[src/rtl/core/assert_macros.svh]
// Assertion macros shared by the RTL of the decimal formatter.
// No dependencies; included by the modules that carry assertions.
`ifndef ASSERT_MACROS_SVH
`define ASSERT_MACROS_SVH

// Holds at every clock edge outside reset.
`define ASSERT_ALWAYS(lbl, clk, rstn, prop, msg) \
  lbl: assert property (@(posedge clk) disable iff (!rstn) (prop)) else $error(msg);

// Antecedent in this cycle implies consequent in the same cycle.
`define ASSERT_IMPLIES(lbl, clk, rstn, ante, cons, msg) \
  lbl: assert property (@(posedge clk) disable iff (!rstn) (ante) |-> (cons)) else $error(msg);

// Antecedent in this cycle implies consequent in the next cycle.
`define ASSERT_NEXT(lbl, clk, rstn, ante, cons, msg) \
  lbl: assert property (@(posedge clk) disable iff (!rstn) (ante) |=> (cons)) else $error(msg);

`endif

[src/rtl/core/udf_pkg.sv]
// Package for the unsigned decimal formatter: payload structs, constants and
// the sequencer state type. No dependencies.
`timescale 1ns / 1ps

package udf_pkg;

  localparam int VALUE_W    = 64;
  localparam int LEN_W      = 6;
  localparam int CHAR_W     = 8;
  localparam int MAX_FIELD  = 63;
  localparam int MAX_DIGITS = 20;
  localparam int BCD_W      = 4 * MAX_DIGITS;
  localparam int NDIG_W     = $clog2(MAX_DIGITS + 1);
  localparam int BIT_CNT_W  = $clog2(VALUE_W);

  localparam logic [CHAR_W-1:0] CH_ZERO  = 8'd48;
  localparam logic [CHAR_W-1:0] CH_SPACE = 8'd32;

  // Shift-and-add-3 correction for radix ten digits.
  localparam logic [3:0] DIGIT_ADJ_MIN = 4'd5;
  localparam logic [3:0] DIGIT_ADJ     = 4'd3;

  typedef struct packed {
    logic [VALUE_W-1:0] value;
    logic [LEN_W-1:0]   field_width;
    logic [LEN_W-1:0]   min_digits;
    logic               left_align;
    logic               zero_pad_flag;
    logic               precision_given;
  } in_item_t;

  typedef struct packed {
    logic [CHAR_W-1:0] character;
    logic [LEN_W-1:0]  total_length;
    logic              last;
  } out_item_t;

  typedef enum logic [2:0] {
    ST_IDLE,
    ST_CONV,
    ST_NORM,
    ST_SETUP,
    ST_EMIT
  } udf_state_t;

endpackage

[src/rtl/core/udf_bcd_step.sv]
// One shift-and-add-3 step of binary to BCD conversion over all digits.
// Depends on udf_pkg.
`timescale 1ns / 1ps

module udf_bcd_step
  import udf_pkg::*;
(
  input  logic [BCD_W-1:0] bcd_in,
  input  logic             bit_in,
  output logic [BCD_W-1:0] bcd_out
);

  logic [BCD_W-1:0] adjusted;

  // Every digit of five or more gets three added so that the shift carries
  // correctly into the next digit.
  always_comb begin
    for (int i = 0; i < MAX_DIGITS; i++) begin
      if (bcd_in[4*i +: 4] >= DIGIT_ADJ_MIN) begin
        adjusted[4*i +: 4] = bcd_in[4*i +: 4] + DIGIT_ADJ;
      end else begin
        adjusted[4*i +: 4] = bcd_in[4*i +: 4];
      end
    end
  end

  assign bcd_out = {adjusted[BCD_W-2:0], bit_in};

endmodule

[src/rtl/core/unsigned_decimal_formatter_top.sv]
// Top level of the unsigned decimal formatter: sequencer, padding logic and
// output register. Depends on udf_pkg, udf_bcd_step and assert_macros.svh.
`timescale 1ns / 1ps

// Formats one 64-bit unsigned value per transaction as printf-style decimal
// text and sends it out one ASCII character per output transaction, each
// carrying the run length and a last flag on the final character. A value
// is converted by one shared shift-and-add-3 BCD step unit, applied to each
// value bit in turn; then leading zero digits are stripped one digit per
// cycle until the leading digit is found, the padding boundaries are set up,
// and the run leaves at one character per cycle while the output is not
// stalled. From the accepting edge in_stall stays high until the last
// character of the run is taken into the output register, output stalls
// included. A zero value with the dot flag, precision zero and width zero
// gives no output at all. The last character may still wait in the output
// register while the next input transaction is accepted.
module unsigned_decimal_formatter_top
  import udf_pkg::*;
(
  input  logic      clk,
  input  logic      rst_n,
  input  logic      in_valid,
  output logic      in_stall,
  input  in_item_t  in_data,
  output logic      out_valid,
  input  logic      out_stall,
  output out_item_t out_data
);

`include "assert_macros.svh"

  udf_state_t state_r, state_nxt;

  logic [VALUE_W-1:0]   bin_r, bin_nxt;
  logic [BCD_W-1:0]     bcd_r, bcd_nxt, bcd_step;
  logic [BIT_CNT_W-1:0] bit_cnt_r, bit_cnt_nxt;
  logic [NDIG_W-1:0]    ndig_r, ndig_nxt;

  // Formatting request held for the length of the item.
  logic [LEN_W-1:0] width_r, width_nxt;
  logic [LEN_W-1:0] prec_r, prec_nxt;
  logic             minus_r, minus_nxt;
  logic             zflag_r, zflag_nxt;
  logic             dot_r, dot_nxt;

  // Region boundaries of the run: lead pad ends at b1, precision zeros at
  // b2, digits at b3; trailing spaces fill the rest up to total.
  logic [LEN_W-1:0] b1_r, b1_nxt;
  logic [LEN_W-1:0] b2_r, b2_nxt;
  logic [LEN_W-1:0] b3_r, b3_nxt;
  logic [LEN_W-1:0] total_r, total_nxt;
  logic             pad_zero_r, pad_zero_nxt;
  logic [LEN_W-1:0] pos_r, pos_nxt;

  logic      out_valid_r, out_valid_nxt;
  out_item_t out_data_r, out_data_nxt;

  logic in_accept;
  logic out_free;
  logic emit_now;
  logic emit_last;
  logic top_zero;

  // Setup arithmetic.
  logic [LEN_W-1:0] width_sat, prec_sat, nd_eff, sum_nz, total_c;
  logic [LEN_W-1:0] zeros_c, pad_c, b1_c;

  logic [CHAR_W-1:0] char_c;

  udf_bcd_step u_bcd_step (
    .bcd_in  (bcd_r),
    .bit_in  (bin_r[VALUE_W-1]),
    .bcd_out (bcd_step)
  );

  assign in_accept = in_valid && !in_stall;
  assign out_free  = !out_valid_r || !out_stall;
  assign emit_now  = (state_r == ST_EMIT) && out_free;
  assign emit_last = (pos_r == total_r - 6'd1);
  assign top_zero  = (bcd_r[BCD_W-1 -: 4] == 4'd0);

  // Padding arithmetic from the stripped digit count.
  always_comb begin
    width_sat = (width_r > LEN_W'(MAX_FIELD)) ? LEN_W'(MAX_FIELD) : width_r;
    prec_sat  = (prec_r > LEN_W'(MAX_FIELD)) ? LEN_W'(MAX_FIELD) : prec_r;
    if (ndig_r != '0) begin
      nd_eff = LEN_W'(ndig_r);
    end else if (dot_r && (prec_sat == '0)) begin
      nd_eff = '0;
    end else begin
      nd_eff = 6'd1;
    end
    sum_nz  = (prec_sat > nd_eff) ? prec_sat : nd_eff;
    total_c = (width_sat > sum_nz) ? width_sat : sum_nz;
    zeros_c = sum_nz - nd_eff;
    pad_c   = total_c - sum_nz;
    b1_c    = minus_r ? '0 : pad_c;
  end

  // Character at the current position of the run.
  always_comb begin
    if (pos_r < b1_r) begin
      char_c = pad_zero_r ? CH_ZERO : CH_SPACE;
    end else if (pos_r < b2_r) begin
      char_c = CH_ZERO;
    end else if (pos_r < b3_r) begin
      char_c = CH_ZERO + {4'd0, bcd_r[BCD_W-1 -: 4]};
    end else begin
      char_c = CH_SPACE;
    end
  end

  // Next state.
  always_comb begin
    state_nxt = state_r;
    unique case (state_r)
      ST_IDLE: begin
        if (in_accept) begin
          state_nxt = ST_CONV;
        end
      end
      ST_CONV: begin
        if (bit_cnt_r == '1) begin
          state_nxt = ST_NORM;
        end
      end
      ST_NORM: begin
        if ((ndig_r == '0) || !top_zero) begin
          state_nxt = ST_SETUP;
        end
      end
      ST_SETUP: begin
        state_nxt = (total_c == '0) ? ST_IDLE : ST_EMIT;
      end
      ST_EMIT: begin
        if (emit_now && emit_last) begin
          state_nxt = ST_IDLE;
        end
      end
      default: begin
        state_nxt = ST_IDLE;
      end
    endcase
  end

  // Handshake outputs.
  always_comb begin
    in_stall  = (state_r != ST_IDLE);
    out_valid = out_valid_r;
    out_data  = out_data_r;
  end

  // Datapath next values.
  always_comb begin
    bin_nxt      = bin_r;
    bcd_nxt      = bcd_r;
    bit_cnt_nxt  = bit_cnt_r;
    ndig_nxt     = ndig_r;
    width_nxt    = width_r;
    prec_nxt     = prec_r;
    minus_nxt    = minus_r;
    zflag_nxt    = zflag_r;
    dot_nxt      = dot_r;
    b1_nxt       = b1_r;
    b2_nxt       = b2_r;
    b3_nxt       = b3_r;
    total_nxt    = total_r;
    pad_zero_nxt = pad_zero_r;
    pos_nxt      = pos_r;
    out_data_nxt = out_data_r;

    if (state_r == ST_IDLE && in_accept) begin
      bin_nxt     = in_data.value;
      bcd_nxt     = '0;
      bit_cnt_nxt = '0;
      ndig_nxt    = NDIG_W'(MAX_DIGITS);
      width_nxt   = in_data.field_width;
      prec_nxt    = in_data.min_digits;
      minus_nxt   = in_data.left_align;
      zflag_nxt   = in_data.zero_pad_flag;
      dot_nxt     = in_data.precision_given;
    end

    if (state_r == ST_CONV) begin
      bcd_nxt     = bcd_step;
      bin_nxt     = {bin_r[VALUE_W-2:0], 1'b0};
      bit_cnt_nxt = bit_cnt_r + 1'b1;
    end

    // Strip leading zero digits so the top digit is the first to print.
    if (state_r == ST_NORM && ndig_r != '0 && top_zero) begin
      bcd_nxt  = {bcd_r[BCD_W-5:0], 4'd0};
      ndig_nxt = ndig_r - 1'b1;
    end

    if (state_r == ST_SETUP) begin
      b1_nxt       = b1_c;
      b2_nxt       = b1_c + zeros_c;
      b3_nxt       = b1_c + zeros_c + nd_eff;
      total_nxt    = total_c;
      pad_zero_nxt = zflag_r && !dot_r && !minus_r;
      pos_nxt      = '0;
    end

    if (emit_now) begin
      out_data_nxt.character    = char_c;
      out_data_nxt.total_length = total_r;
      out_data_nxt.last         = emit_last;
      pos_nxt                   = pos_r + 1'b1;
      if (pos_r >= b2_r && pos_r < b3_r) begin
        bcd_nxt = {bcd_r[BCD_W-5:0], 4'd0};
      end
    end
  end

  always_comb begin
    if (emit_now) begin
      out_valid_nxt = 1'b1;
    end else if (!out_stall) begin
      out_valid_nxt = 1'b0;
    end else begin
      out_valid_nxt = out_valid_r;
    end
  end

  always_ff @(posedge clk) begin
    if (!rst_n) begin
      state_r     <= ST_IDLE;
      out_valid_r <= 1'b0;
      pos_r       <= '0;
      bit_cnt_r   <= '0;
      ndig_r      <= '0;
    end else begin
      state_r     <= state_nxt;
      out_valid_r <= out_valid_nxt;
      pos_r       <= pos_nxt;
      bit_cnt_r   <= bit_cnt_nxt;
      ndig_r      <= ndig_nxt;
    end
  end

  always_ff @(posedge clk) begin
    bin_r      <= bin_nxt;
    bcd_r      <= bcd_nxt;
    width_r    <= width_nxt;
    prec_r     <= prec_nxt;
    minus_r    <= minus_nxt;
    zflag_r    <= zflag_nxt;
    dot_r      <= dot_nxt;
    b1_r       <= b1_nxt;
    b2_r       <= b2_nxt;
    b3_r       <= b3_nxt;
    total_r    <= total_nxt;
    pad_zero_r <= pad_zero_nxt;
    out_data_r <= out_data_nxt;
  end

  // The emit position never runs past the end of the run.
  `ASSERT_IMPLIES(a_pos_in_run, clk, rst_n, state_r == ST_EMIT, pos_r < total_r, "emit position past run length")
  // After stripping, a nonzero digit count starts with a nonzero digit.
  `ASSERT_IMPLIES(a_lead_digit, clk, rst_n, (state_r == ST_SETUP) && (ndig_r != '0), !top_zero, "leading digit is zero")
  // The digit being printed is always a valid decimal digit.
  `ASSERT_IMPLIES(a_bcd_digit, clk, rst_n, state_r == ST_EMIT, bcd_r[BCD_W-1 -: 4] <= 4'd9, "digit out of range")
  // Conversion ends once the bit counter has covered every value bit.
  `ASSERT_NEXT(a_conv_len, clk, rst_n, (state_r == ST_CONV) && (bit_cnt_r == '1), state_r == ST_NORM, "conversion did not end")

endmodule
[config.mk]
export PLATFORM = sky130hd
export DESIGN_NAME = unsigned_decimal_formatter_top
export DESIGN_NICKNAME = d
export VERILOG_FILES = /design/src/rtl/core/udf_pkg.sv /design/src/rtl/core/udf_bcd_step.sv /design/src/rtl/core/unsigned_decimal_formatter_top.sv
export VERILOG_INCLUDE_DIRS = /design/src /design/src/rtl/core
export SDC_FILE = /design/constraint.sdc
export NUM_CORES = 1
export LEC_CHECK = 0
export BUFFER_PORTS_ARGS = -buffer_cell sky130_fd_sc_hd__buf_2
export CAP_MARGIN = 10
export CORE_MARGIN = 2
export CORE_UTILIZATION = 34
export CTS_BUF_LIST = sky130_fd_sc_hd__clkbuf_16
export DETAILED_ROUTE_END_ITERATION = 6
export SETUP_SLACK_MARGIN = 0.3
export SYNTH_ARGS = -nofsm -noshare
export SYNTH_HDL_FRONTEND = slang
export SYNTH_SLANG_ARGS = --single-unit
[constraint.sdc]
create_clock -name clk -period 17.83 [get_ports clk]
set_clock_uncertainty 0.1 [all_clocks]
set_input_delay 3.566 -clock clk [delete_from_list [all_inputs] [get_ports clk]]
set_output_delay 3.566 -clock clk [all_outputs]
set_load 0.005 [all_outputs]
# Yosys cells after proc, flatten, opt, wreduce, memory -nomap -nowiden
# Cells that the tools add are included.
[word_totals]
out_inout_bits = 17
word_cells = 170
input_bits = 83
ff_bits = 220
[op_classes]
add_sub_neg = 29
n_reduce_logical = 29
n_mux = 52
n_lt_le_gt_ge = 28
n_eq_ne = 11
[op_table]
columns = ["cell", "count"]
rows = [
  ["two-way mux 80 bit", 5],
  ["two-way mux 64 bit", 2],
  ["greater-or-equal comparator 4 x 3 -> 1 bit, second input constant", 20],
  ["adder 4 x 2 -> 4 bit, second input constant", 19],
  ["two-way mux 4 bit", 19],
  ["two-way mux 6 bit", 9],
  ["two-way mux 7 bit", 3],
  ["two-way mux 5 bit", 4],
  ["< comparator 6 bit", 3],
  ["two-way mux 3 bit", 6],
  ["one-hot mux 3 bit (5 select lines)", 1],
  ["adder 6 x 1 -> 6 bit, second input constant", 2],
  ["adder 6 bit", 2],
  ["greater-than comparator 6 bit", 2],
  ["greater-than comparator 6 bit, second input constant", 2],
  ["zero test 6 bit", 2],
  ["subtractor 6 bit", 2],
  ["logical AND 1 bit", 10],
  ["adder 6 x 4 -> 7 bit, first input constant", 1],
  ["== test 3 x 2 -> 1 bit, second input constant", 2],
  ["== test 6 bit", 1],
  ["== test 6 bit, second input constant", 1],
  ["greater-or-equal comparator 6 bit", 1],
  ["zero test 1 bit", 6],
  ["other kinds (16)", 24],
]

# Longest topological paths before layout
# Gate-level depths: netlist (run 1).
[logic_depth]
word_depth = 14
ltp_mapped = 34
mapped_depth_nobuf = 34

# Hierarchy
# From an unflattened synthesis (run 1), not the netlist that was laid out.
[unflattened]
hier_cells = 1351
hier_area_um2 = 12788.5
[modules_own_cells]
columns = ["module", "cells_per_inst", "seq_area_each_um2", "area_per_inst_um2", "instances"]
rows = [
  ["unsigned_decimal_formatter_top", 1034, 5495.3, 10774.1, 1],
  ["udf_bcd_step", 317, 0.0, 2014.4, 1],
]

# Least setup slack after synthesis (run 1)
# OpenSTA, ideal clock, no wires.
[synth_timing]
path_kind = "reg-to-reg"
from = "reg prec_r[3]"
to = "reg b3_r[5], data pin"
t_arrival_ps = 6800
period_less_slack_ps = 7164
setup_time_ps = 264
path_slack_ps = 10666
n_path_buf = 0
path_stages_with_launch = 33
required_time_ps = 17466
cell_sequence = "edfxtp_1 -> or4b_1 -> o41ai_1 -> o21ai_1 -> ha_1 -> nand2b_1 -> a211o_1 -> a21oi_1 -> nand2_1 -> o21ai_0 -> inv_1 -> ha_1 -> a21oi_1 -> a21oi_1 -> a31oi_2 -> a21oi_2 -> nor2_1 -> a21o_1 -> ha_1 -> inv_1 -> fa_1 -> nor2b_1 -> fa_1 -> inv_1 -> fa_1 -> inv_1 -> ha_1 -> a21o_1 -> a21oi_1 -> o21bai_1 -> a21oi_1 -> xnor2_1 -> xnor2_1"
[synth_via]
elab_chain_len = 14
elab_cells_between_ends = 15
cone_classes = "add/sub: 4; order compare: 3; mux: 6; reduce/logical: 2"
[synth_lines]
columns = ["item", "line", "rtl"]
rows = [
  ["from (decl)", "unsigned_decimal_formatter_top.sv:41", "logic [LEN_W-1:0] prec_r, prec_nxt;"],
  ["from (signal assigned)", "unsigned_decimal_formatter_top.sv:246", "prec_r <= prec_nxt;"],
  ["greater-than comparator 6 bit", "unsigned_decimal_formatter_top.sv:85", "prec_sat = (prec_r > LEN_W'(MAX_FIELD)) ? LEN_W'(MAX_FIELD) : prec_r;"],
  ["two-way mux 6 bit *", "unsigned_decimal_formatter_top.sv:85", ""],
  ["zero test 6 bit", "unsigned_decimal_formatter_top.sv:88", "end else if (dot_r && (prec_sat == '0)) begin"],
  ["logical AND 1 bit", "unsigned_decimal_formatter_top.sv:88", ""],
  ["two-way mux 1 bit", "unsigned_decimal_formatter_top.sv:88", ""],
  ["two-way mux 5 bit", "unsigned_decimal_formatter_top.sv:86", "if (ndig_r != '0) begin"],
  ["greater-than comparator 6 bit", "unsigned_decimal_formatter_top.sv:93", "sum_nz = (prec_sat > nd_eff) ? prec_sat : nd_eff;"],
  ["two-way mux 6 bit *", "unsigned_decimal_formatter_top.sv:93", ""],
  ["greater-than comparator 6 bit", "unsigned_decimal_formatter_top.sv:94", "total_c = (width_sat > sum_nz) ? width_sat : sum_nz;"],
  ["two-way mux 6 bit", "unsigned_decimal_formatter_top.sv:94", ""],
  ["subtractor 6 bit *", "unsigned_decimal_formatter_top.sv:96", "pad_c = total_c - sum_nz;"],
  ["two-way mux 6 bit *", "unsigned_decimal_formatter_top.sv:97", "b1_c = minus_r ? '0 : pad_c;"],
  ["via b1_c[1]", "unsigned_decimal_formatter_top.sv:66", "logic [LEN_W-1:0] zeros_c, pad_c, b1_c;"],
  ["adder 6 bit * (2 in series)", "unsigned_decimal_formatter_top.sv:199", "b3_nxt = b1_c + zeros_c + nd_eff;"],
  ["to (signal assigned)", "unsigned_decimal_formatter_top.sv:252", "b3_r <= b3_nxt;"],
  ["to (decl)", "unsigned_decimal_formatter_top.sv:50", "logic [LEN_W-1:0] b3_r, b3_nxt;"],
]
# Mark *: on every way through the listed nets, which the timed path passes. The rest lies on a longest branch.
# A chain may end at the register's enable or synchronous reset.

# Final worst setup path (run 1)
[layout_timing]
from = "reg prec_r[3]"
to = "reg b3_r[5], data pin"
[layout_via]
elab_chain_len = 14
elab_cells_between_ends = 15
cone_classes = "add/sub: 4; order compare: 3; mux: 6; reduce/logical: 2"
[layout_lines]
columns = ["item", "line", "rtl"]
rows = [
  ["greater-than comparator 6 bit", "unsigned_decimal_formatter_top.sv:85", ""],
  ["two-way mux 6 bit *", "unsigned_decimal_formatter_top.sv:85", ""],
  ["zero test 6 bit", "unsigned_decimal_formatter_top.sv:88", ""],
  ["logical AND 1 bit", "unsigned_decimal_formatter_top.sv:88", ""],
  ["two-way mux 1 bit", "unsigned_decimal_formatter_top.sv:88", ""],
  ["two-way mux 5 bit", "unsigned_decimal_formatter_top.sv:86", ""],
  ["greater-than comparator 6 bit", "unsigned_decimal_formatter_top.sv:93", ""],
  ["two-way mux 6 bit *", "unsigned_decimal_formatter_top.sv:93", ""],
  ["greater-than comparator 6 bit", "unsigned_decimal_formatter_top.sv:94", ""],
  ["two-way mux 6 bit *", "unsigned_decimal_formatter_top.sv:94", ""],
  ["via total_c[1]", "unsigned_decimal_formatter_top.sv:65", "logic [LEN_W-1:0] width_sat, prec_sat, nd_eff, sum_nz, total_c;"],
  ["subtractor 6 bit *", "unsigned_decimal_formatter_top.sv:96", ""],
  ["two-way mux 6 bit *", "unsigned_decimal_formatter_top.sv:97", ""],
  ["via b1_c[3]", "unsigned_decimal_formatter_top.sv:66", ""],
  ["adder 6 bit * (2 in series)", "unsigned_decimal_formatter_top.sv:199", ""],
]
# Marks and branches as above.

==> results.txt, run 1 <==
Outcome - finished clean
YS warnings - 0
Total track usage - 0.135
Critical path fanouts, max - 7
Worst r2r dst - b3_r[5]
Fillers - 3497
Antenna Nets Post-Route - 0
Routed len/inst - 15.1 um
Num CTS Buffers - 25
Final min period - 7.88 ns
Max-Cap Viols - 0
TNS Setup - 0 ns
Relative slew slack - 0.249
Slew at the pin closest to its max-slew limit - 1.13 ns
Final slew viol count - 0
Global-route wire length before repair - 43.1 mm
I/O Buffers - 96
Most area-consuming cells after synthesis - edfxtp_1 28%, dfxtp_1 17%, ha_1 8.8%
Worst setup endpoint - b3_r[5]
Slowest CP cell - or4b_1
DRC viols - 0
Latest clock arrival within the worst-skew pair - 0.52 ns
Final hold vios - 0
Dominant synthesized flop cell - edfxtp_1
Placer Congestion - 0.828
Crit path from - prec_r[3]
RSZ-0062 raised after global routing - false
Routed Wire Length - 25.9 mm
Cell area after layout - 0.0139 mm^2
Sequential fraction of the synthesis area - 0.447
CTS Hold Buffers Added - 0
CP Depth - 31
Post-CTS Resized - 0
Sequential Area - 0.00550 mm^2
Die W - 194 um
Setup ws final - 9.95 ns
Fmax - 127 MHz
Worst path required time - 17.99 ns
Starting Density - 0.346
CTS tree - done
Tcrit/Tclk final - 0.442
Core ar. - 0.0356 mm^2
Rows - 69
Area of the multi-input gates - 0.00615 mm^2
CP endpoint kind - register
Vias/cell - 5.12
Met3 Routed Length - 1.24 mm
Reg-to-reg startpoint - prec_r[3]
Synthesized area - 0.0123 mm^2
Clk sink count - 217
DR pass1 iterations - 5
Die Ht - 194 um
Crit path max-delay family - compound AO/OA/AOI/OAI gates
Met2 Wirelength - 11.8 mm
Boundary pin count - 100
Post-Synthesis Cells - 1174
R2R cell count - 31
Commonest non-fill, non-tap cell in the layout - edfxtp_1
Final nets - 1414
Dpl ws - 9.99 ns
Slowest stage delay, CP - 0.57 ns
P_leak - 5.81 nW
Async SR Flop Fraction - 0
Pwr Density - 144 mW/mm^2
Buf+Inv Stages, Crit Path - 2
Metal-1 WL - 12.4 mm
Post-CTS Repair Setup Buffers - 0
Worst min path class - register to register
Remaining global-route overflow - 0
Dpl cell area - 0.0131 mm^2
Die area - 0.0377 mm^2
Kind of critical path - register to register
Inserted Diodes - 0
CTS H-Tree Depth - 1
Clock-pin slew on the worst setup and hold paths - 0.06 ns
Yosys reg bits - 217
Vias - 8782
Placed wire-length estimate - 17.2 mm
Root buf cell - clkbuf_16
Largest net degree at the start of global routing - 108
Syn Area/Cell - 10.5 um^2
Layout cells sized above 1 - 0.154
VDD IR max - 71.5 uV
Final setup vio count - 0
Initial DRC count - 399
Most frequent cells in the layout - 115 x edfxtp_1, 102 x dfxtp_1, 98 x inv_1, 96 x buf_2, 88 x a21oi_1
Post-synth top area cell - edfxtp_1
Post-synth EDFFs - 115
Reg2reg setup slack - 9.95 ns
Top Metal Used - met5
Initial antenna violation count - 1
Startpoint types - register
Clock Path Buffers - 3
CP Data Arrival Time - 8.04 ns
Number of global-route vias before repair - 8639
Synthesis-to-finish area growth - 13.0%
Synth top area share - 0.281
Distinct cells, synth - 61
[worst reg2reg max path, delay by kind of cell (launching register included)]
| kind | cells | cell delay, ns |
|---|---|---|
| compound gates | 14 | 3.00 |
| fa+ha+maj | 6 | 1.96 |
| simple gates | 6 | 1.36 |
| flops | 1 | 0.47 |
| xor+xnor | 3 | 0.45 |
| buf+inv | 2 | 0.27 |
[cell type report]
cell class / instances / share of cell area
multi-input combinational: 795 / 0.443
clock inverter: 19 / 0.0105
timing repair buffer: 102 / 0.0378
clock buffer: 25 / 0.0450
inverter: 97 / 0.0263
tap: 461 / 0.0415
sequential: 217 / 0.396
[how the worst min path moves through the flow]
stage / start / end / slack, ns / cells past startpoint
after floorplan: bin_r[0] / bin_r[0] / 0.33 / 2
after global placement: bit_cnt_r[3] / bit_cnt_r[3] / 0.36 / 1
after detailed placement: total_r[5] / out_data[6] / 0.36 / 0
after CTS: total_r[5] / out_data[6] / 0.38 / 0
after global routing: total_r[5] / out_data[6] / 0.39 / 0
final: bin_r[0] / bin_r[0] / 0.37 / 2
[power breakdown]
part	internal (mW)	switching, mW
Combinational	0.324	0.419
Clock	0.283	0.205
Sequential	0.688	0.0760
Total	1.30	0.700
[stage by stage]
stage / utilization / hold WS, ns / total power, mW / cells
after floorplan: - / 0.334 / 1.34 / 1175
after global placement: 0.369 / 0.360 / 1.50 / 1672
after detailed placement: 0.369 / 0.361 / 1.52 / 1672
after CTS: 0.390 / 0.376 / 2.01 / 1716
after global routing: 0.390 / 0.392 / 2.14 / 1716
final: 0.390 / 0.374 / 2.00 / 1716
[synth_stat cells, types with 12 or more instances]
cell type and count:
and2_1 15, nor2_1 74, a32o_1 19, xnor2_1 36
a22o_1 63, inv_1 96, dfxtp_1 102, clkbuf_1 42
mux2_4 38, nor3_1 12, nor3b_1 22, o21ai_0 59
a21o_1 18, nand3_1 40, a21oi_1 88, a22oi_1 20
nand2b_1 23, nand2_1 25, o31ai_1 19, a31oi_1 20
ha_1 86, edfxtp_1 115, mux2i_1 39
[sequential cells by signal, indices dropped and copies added, names as in the netlist]
signal,flops
total_r,6
b1_r,6
minus_r,1
ndig_r,5
out_valid,1
out_data,12
bit_cnt_r,6
pad_zero_r,1
state_r,3
bin_r,64
width_r,6
bcd_r,80
dot_r,1
b2_r,6
zflag_r,1
b3_r,6
pos_r,6
prec_r,6
[per-layer routing]
layer,track usage,vias to the layer above
li1,-,4411
met1,0.183,4190
met2,0.219,152
met3,0.0282,27
met4,0.0356,2
met5,0,-
[cells by family after synthesis]
family,after synthesis,share of synthesized area
compound gates,332,0.183
simple gates,242,0.103
flops,217,0.447
buf+inv,163,0.0543
fa+ha+maj,94,0.0997
mux,79,0.0802
xor+xnor,45,0.0321
other cells,2,0.000611
Note: power is estimated with default switching activity, not from simulation.
==> run 2: changes to the inputs <==
==> constraint.sdc (replaced) <==
create_clock -name clk -period 7.8 [get_ports clk]
set_clock_uncertainty 0.1 [all_clocks]
set_input_delay 1.56 -clock clk [delete_from_list [all_inputs] [get_ports clk]]
set_output_delay 1.56 -clock clk [all_outputs]
set_load 0.005 [all_outputs]
==> run 2 against run 1 <==
Net effect: power up 130%; count of clock-buffer cells in the layout up 1; critical endpoint unchanged; sequential share of layout area down 0.37 points; via count up 0.63%; non-clock buffer count up 13; first-iteration DRC count down 11%; critical path depth unchanged; core utilization up 0.37 points; setup slack worse by 9.3 ns; global-route usage up 0.14 points; largest cell class unchanged.
==> results.txt, run 2 (synthesis results as in run 1) <==
Outcome - finished clean
Synthesis-to-finish area growth - 14.0%
Max FFs per register - 80
Vias/cell - 5.11
Reg-to-reg startpoint - prec_r[3]
Final hold vios - 0
Crit path max-delay family - compound AO/OA/AOI/OAI gates
Core ar. - 0.0356 mm^2
CP Data Arrival Time - 7.35 ns
Slowest CP cell - or4b_4
VDD IR max - 178 uV
CP endpoint kind - register
Global-route wire length before repair - 43.4 mm
Most frequent cells in the layout - 115 x edfxtp_1, 102 x dfxtp_1, 97 x inv_1, 96 x buf_2, 86 x ha_1
Commonest non-fill, non-tap cell in the layout - edfxtp_1
TNS Setup - 0 ns
Boundary pin count - 100
Critical path fanouts, max - 5
CTS H-Tree Depth - 1
Die W - 194 um
Worst Hold Endpoint - bin_r[0]
I/O Buffers - 96
HP Start - bin_r[0]
Slew at the pin closest to its max-slew limit - 0.976 ns
Routed len/inst - 15.1 um
DR pass1 iterations - 5
Dpl cell area - 0.0132 mm^2
Die area - 0.0377 mm^2
Finished Layout Cells - 1729
NetSw - 1.61 mW
Final min period - 7.19 ns
Vias - 8837
DRC viols - 0
Dpl ws - 0.135 ns
Clk sink count - 217
Worst path required time - 7.96 ns
Initial DRC count - 357
Kind of critical path - register to register
RSZ-0062 raised after global routing - false
Pwr Density - 327 mW/mm^2
# placed instances - 1679
Number of global-route vias before repair - 8554
Worst min path class - register to register
Flop pwr share - 0.381
WHS - 0.384 ns
Antenna Nets Post-Route - 0
P_leak - 5.88 nW
Routed Wire Length - 26.1 mm
Cell area after layout - 0.0140 mm^2
Cell depth of the worst min-delay path - 2
Final nets - 1426
Total track usage - 0.136
Starting Density - 0.346
Largest net degree at the start of global routing - 85
Remaining global-route overflow - 0
Latest clock arrival within the worst-skew pair - 0.52 ns
Worst r2r dst - b3_r[5]
Placed wire-length estimate - 17.4 mm
Startpoint types - register
Inserted Diodes - 0
Clock Path Buffers - 3
Slowest stage delay, CP - 0.56 ns
Tcrit/Tclk final - 0.922
Fmax - 139 MHz
Initial antenna violation count - 1
Logic pwr share - 0.381
Reg2reg setup slack - 0.61 ns
Max-Cap Viols - 0
Relative slew slack - 0.348
Rows - 69
Die Ht - 194 um
Num CTS Buffers - 24
Buf+Inv Stages, Crit Path - 4
CTS tree - done
Final slew viol count - 0
Setup ws final - 0.607 ns
Pint - 2.97 mW
Layout cells sized above 1 - 0.170
Root buf cell - clkbuf_16
Final setup vio count - 0
Placer Congestion - 0.837
R2R cell count - 31
Switching share of power - 0.351
Clk pwr share - 0.239
Clock-pin slew on the worst setup and hold paths - 0.06 ns
Biggest register - bcd_r
run 2: cell count changes in the layout (fill, tap and decap cells not counted), sizes merged:
cell,delta
bufinv,-1
buf,+13
inv,-2
clkinvlp,-2
clkbuf,+1
clkinv,+4
run 2: timing repair:
action | CTS | global route
setup endpoints to repair | 1 | 2
resized for setup | 3 | 9
hold buffers | 0 | 0
gates cloned | 0 | 0
buffers inserted | 1 | 5
pin swaps | 1 | 7
run 2: worst min-delay path: stages, from the launching register on:
cell,delay (ns)
dfxtp_1,0.32
nand3_1,0.07
nand2_1,0.05
run 2: cell type report:
class                   count  area, um^2
fillers                  3510       21500
clock inverters            18         105
well taps                 461         577
clock buffers              26         651
multi-input cells         795        6200
flip-flops and latches    217        5500
inverters                  97         365
repair buffers            115         623
run 2: worst max-delay path by stage:
stage,from,to,slack (ns),cells past startpoint
finish,prec_r[3],b3_r[5],0.61,31
global route,prec_r[3],b3_r[5],0.30,31
CTS,prec_r[3],b3_r[5],0.33,31
detailed placement,prec_r[3],b3_r[5],0.14,31
global placement,prec_r[3],b3_r[5],0.34,31
floorplan,prec_r[3],b3_r[5],0.64,32
run 2: power groups by stage:
stage	logic, mW	clock network, mW	registers [mW]
3_3_place_gp	1.67	0	1.76
5_1_grt	1.98	1.16	1.78
2_1_floorplan	1.37	0	1.71
4_1_cts	1.71	1.12	1.75
6_report	1.74	1.09	1.74
3_5_place_dp	1.70	0	1.76
run 2: per-layer routing:
metal,global-route usage,share of wire
met5,0,0.00042
met2,0.218,0.45
met3,0.0275,0.053
met1,0.186,0.48
met4,0.0424,0.025
run 2: stage by stage:
stage | utilization | total power [mW]
6_report | 0.394 | 4.58
5_1_grt | 0.394 | 4.93
4_1_cts | 0.392 | 4.58
3_5_place_dp | 0.370 | 3.46
3_3_place_gp | 0.370 | 3.44
2_1_floorplan | - | 3.07
==> run 3: changes to the inputs <==
--- a/config.mk
+++ b/config.mk
@@ -6,6 +6,7 @@
 export SDC_FILE = /design/constraint.sdc
 export NUM_CORES = 1
 export LEC_CHECK = 0
+export ABC_AREA = 0
 export BUFFER_PORTS_ARGS = -buffer_cell sky130_fd_sc_hd__buf_2
 export CAP_MARGIN = 10
 export CORE_MARGIN = 2
==> constraint.sdc (replaced) <==
create_clock -name clk -period 6.7 [get_ports clk]
set_clock_uncertainty 0.1 [all_clocks]
set_input_delay 1.34 -clock clk [delete_from_list [all_inputs] [get_ports clk]]
set_output_delay 1.34 -clock clk [all_outputs]
set_load 0.005 [all_outputs]
==> run 3 against run 2 <==
Net effect: the flow now finishes with violations (setup timing); non-clock buffer count is 41 higher; fmax is 6.4% higher; critical path depth is 1 lower; first-iteration DRC count is 34% higher; setup slack worse by 0.67 ns; die area stayed put; routed wire length is 3.9% higher; via count is 1.7% higher; clock power is 28% higher; core utilization is 1.8 points higher; register-to-register slack worse by 0.67 ns; largest cell class unchanged.
==> results.txt, run 3 (synthesis results as in run 1) <==
Outcome - finished with violations
Violated checks - setup timing
Vias/cell - 5.06
Number of global-route vias before repair - 8746
Placed wire-length estimate - 17.8 mm
Placer Congestion - 0.812
CP endpoint kind - register
Final slew viol count - 0
Kind of critical path - register to register
Setup ws final - -0.0604 ns
Biggest register - bcd_r
CTS tree - done
Cell depth of the worst min-delay path - 2
RSZ-0062 raised after global routing - true
Starting Density - 0.346
Largest net degree at the start of global routing - 108
Latest clock arrival within the worst-skew pair - 0.52 ns
Worst path required time - 6.87 ns
# placed instances - 1709
Die W - 194 um
HP Start - bin_r[0]
Max-Cap Viols - 0
Clock-pin slew on the worst setup and hold paths - 0.06 ns
Fmax - 148 MHz
Initial antenna violation count - 4
Routed len/inst - 15.3 um
TNS Setup - -0.0604 ns
Final nets - 1468
P_leak - 6.18 nW
Num CTS Buffers - 25
Boundary pin count - 100
Root buf cell - clkbuf_16
CTS Hold Buffers Added - 0
DR pass1 iterations - 4
Layout cells sized above 1 - 0.223
Clock Path Buffers - 3
Slowest stage delay, CP - 0.56 ns
Worst Hold Endpoint - bin_r[0]
Dpl ws - -0.176 ns
Final hold vios - 0
Startpoint types - register
Clk sink count - 217
DRC viols - 0
Relative slew slack - 0.237
R2R cell count - 30
Die area - 0.0377 mm^2
Commonest non-fill, non-tap cell in the layout - edfxtp_1
Layout Utilization - 0.412
Initial DRC count - 479
Slowest CP cell - or4b_4
Final min period - 6.76 ns
Reg-to-reg startpoint - prec_r[0]
Rows - 69
Tcrit/Tclk final - 1.01
Core ar. - 0.0356 mm^2
Synthesis-to-finish area growth - 19.3%
Fillers - 3428
Total track usage - 0.141
I/O Buffers - 96
Slew at the pin closest to its max-slew limit - 1.15 ns
CP Data Arrival Time - 6.93 ns
Critical path fanouts, max - 5
Most frequent cells in the layout - 115 x edfxtp_1, 102 x dfxtp_1, 96 x inv_1, 96 x buf_2, 78 x ha_1
Max FFs per register - 80
Final setup vio count - 1
Routed Wire Length - 27.1 mm
Remaining global-route overflow - 0
Die Ht - 194 um
VDD IR max - 390 uV
Global-route wire length before repair - 44.8 mm
Crit path from - prec_r[0]
CTS H-Tree Depth - 1
Worst r2r dst - b3_r[5]
Vias - 8988
Finished Layout Cells - 1775
Worst min path class - register to register
Reg2reg setup slack - -0.06 ns
Pwr Density - 426 mW/mm^2
Antenna Nets Post-Route - 0
-- run 3: cell count changes in the layout (fill, tap and decap cells not counted), sizes merged --
cell,previous run,this run
buf,115,156
bufinv,1,4
clkbuf,26,25
clkinv,14,10
clkinvlp,0,1
diode,0,3
inv,100,103
-- run 3: repair_timing --
item	CTS	global route
gates cloned	0	0
buffers inserted	7	10
setup endpoints to repair	6	7
resized for setup	10	22
pin swaps	24	14
-- run 3: per-layer routing --
metal,global-route usage,vias to the layer above,part of all wire
met4,0.0373,0,0.021
li1,-,4536,-
met1,0.193,4283,0.48
met3,0.0284,36,0.044
met5,0,-,0
met2,0.226,133,0.46
-- run 3: area by class of cell --
type / count / area [um^2] / share of cell area
timing repair buffer: 156 / 942 / 0.0642
multi-input combinational: 795 / 6450 / 0.440
tap: 461 / 577 / 0.0393
clock buffer: 25 / 626 / 0.0426
antenna: 3 / 7.51 / 0.000512
clock inverter: 21 / 208 / 0.0142
sequential: 217 / 5500 / 0.375
inverter: 97 / 365 / 0.0249
-- run 3: power breakdown --
part / internal (mW) / total (mW) / leakage, nW / switching [mW]
registers: 1.83 / 2.03 / 1.94 / 0.196
clock network: 0.834 / 1.39 / 0.427 / 0.559
logic: 1.44 / 2.83 / 3.82 / 1.39
-- run 3: how the worst max path moves through the flow --
stage	endpoint	depth (start not counted)
floorplan	b3_r[5]	30
global placement	b3_r[5]	29
detailed placement	b3_r[5]	31
CTS	b3_r[5]	30
global route	b3_r[5]	31
finish	b3_r[5]	30
-- run 3: worst max-delay path, delay by kind of cell (launching register included) --
| family | cells | cell delay (ns) |
|---|---|---|
| buf+inv | 4 | 0.21 |
| xor+xnor | 2 | 0.22 |
| simple gates | 4 | 0.96 |
| fa+ha+maj | 7 | 2.31 |
| flops | 1 | 0.38 |
| compound gates | 13 | 2.33 |
-- run 3: metrics by stage --
step,hold slack [ns],cell area (um^2),power (mW)
finish,0.353,14700,6.25
global route,0.385,14700,6.68
CTS,0.357,14500,5.90
detailed placement,0.349,13500,4.32
global placement,0.350,13500,4.27
floorplan,0.334,12400,3.66
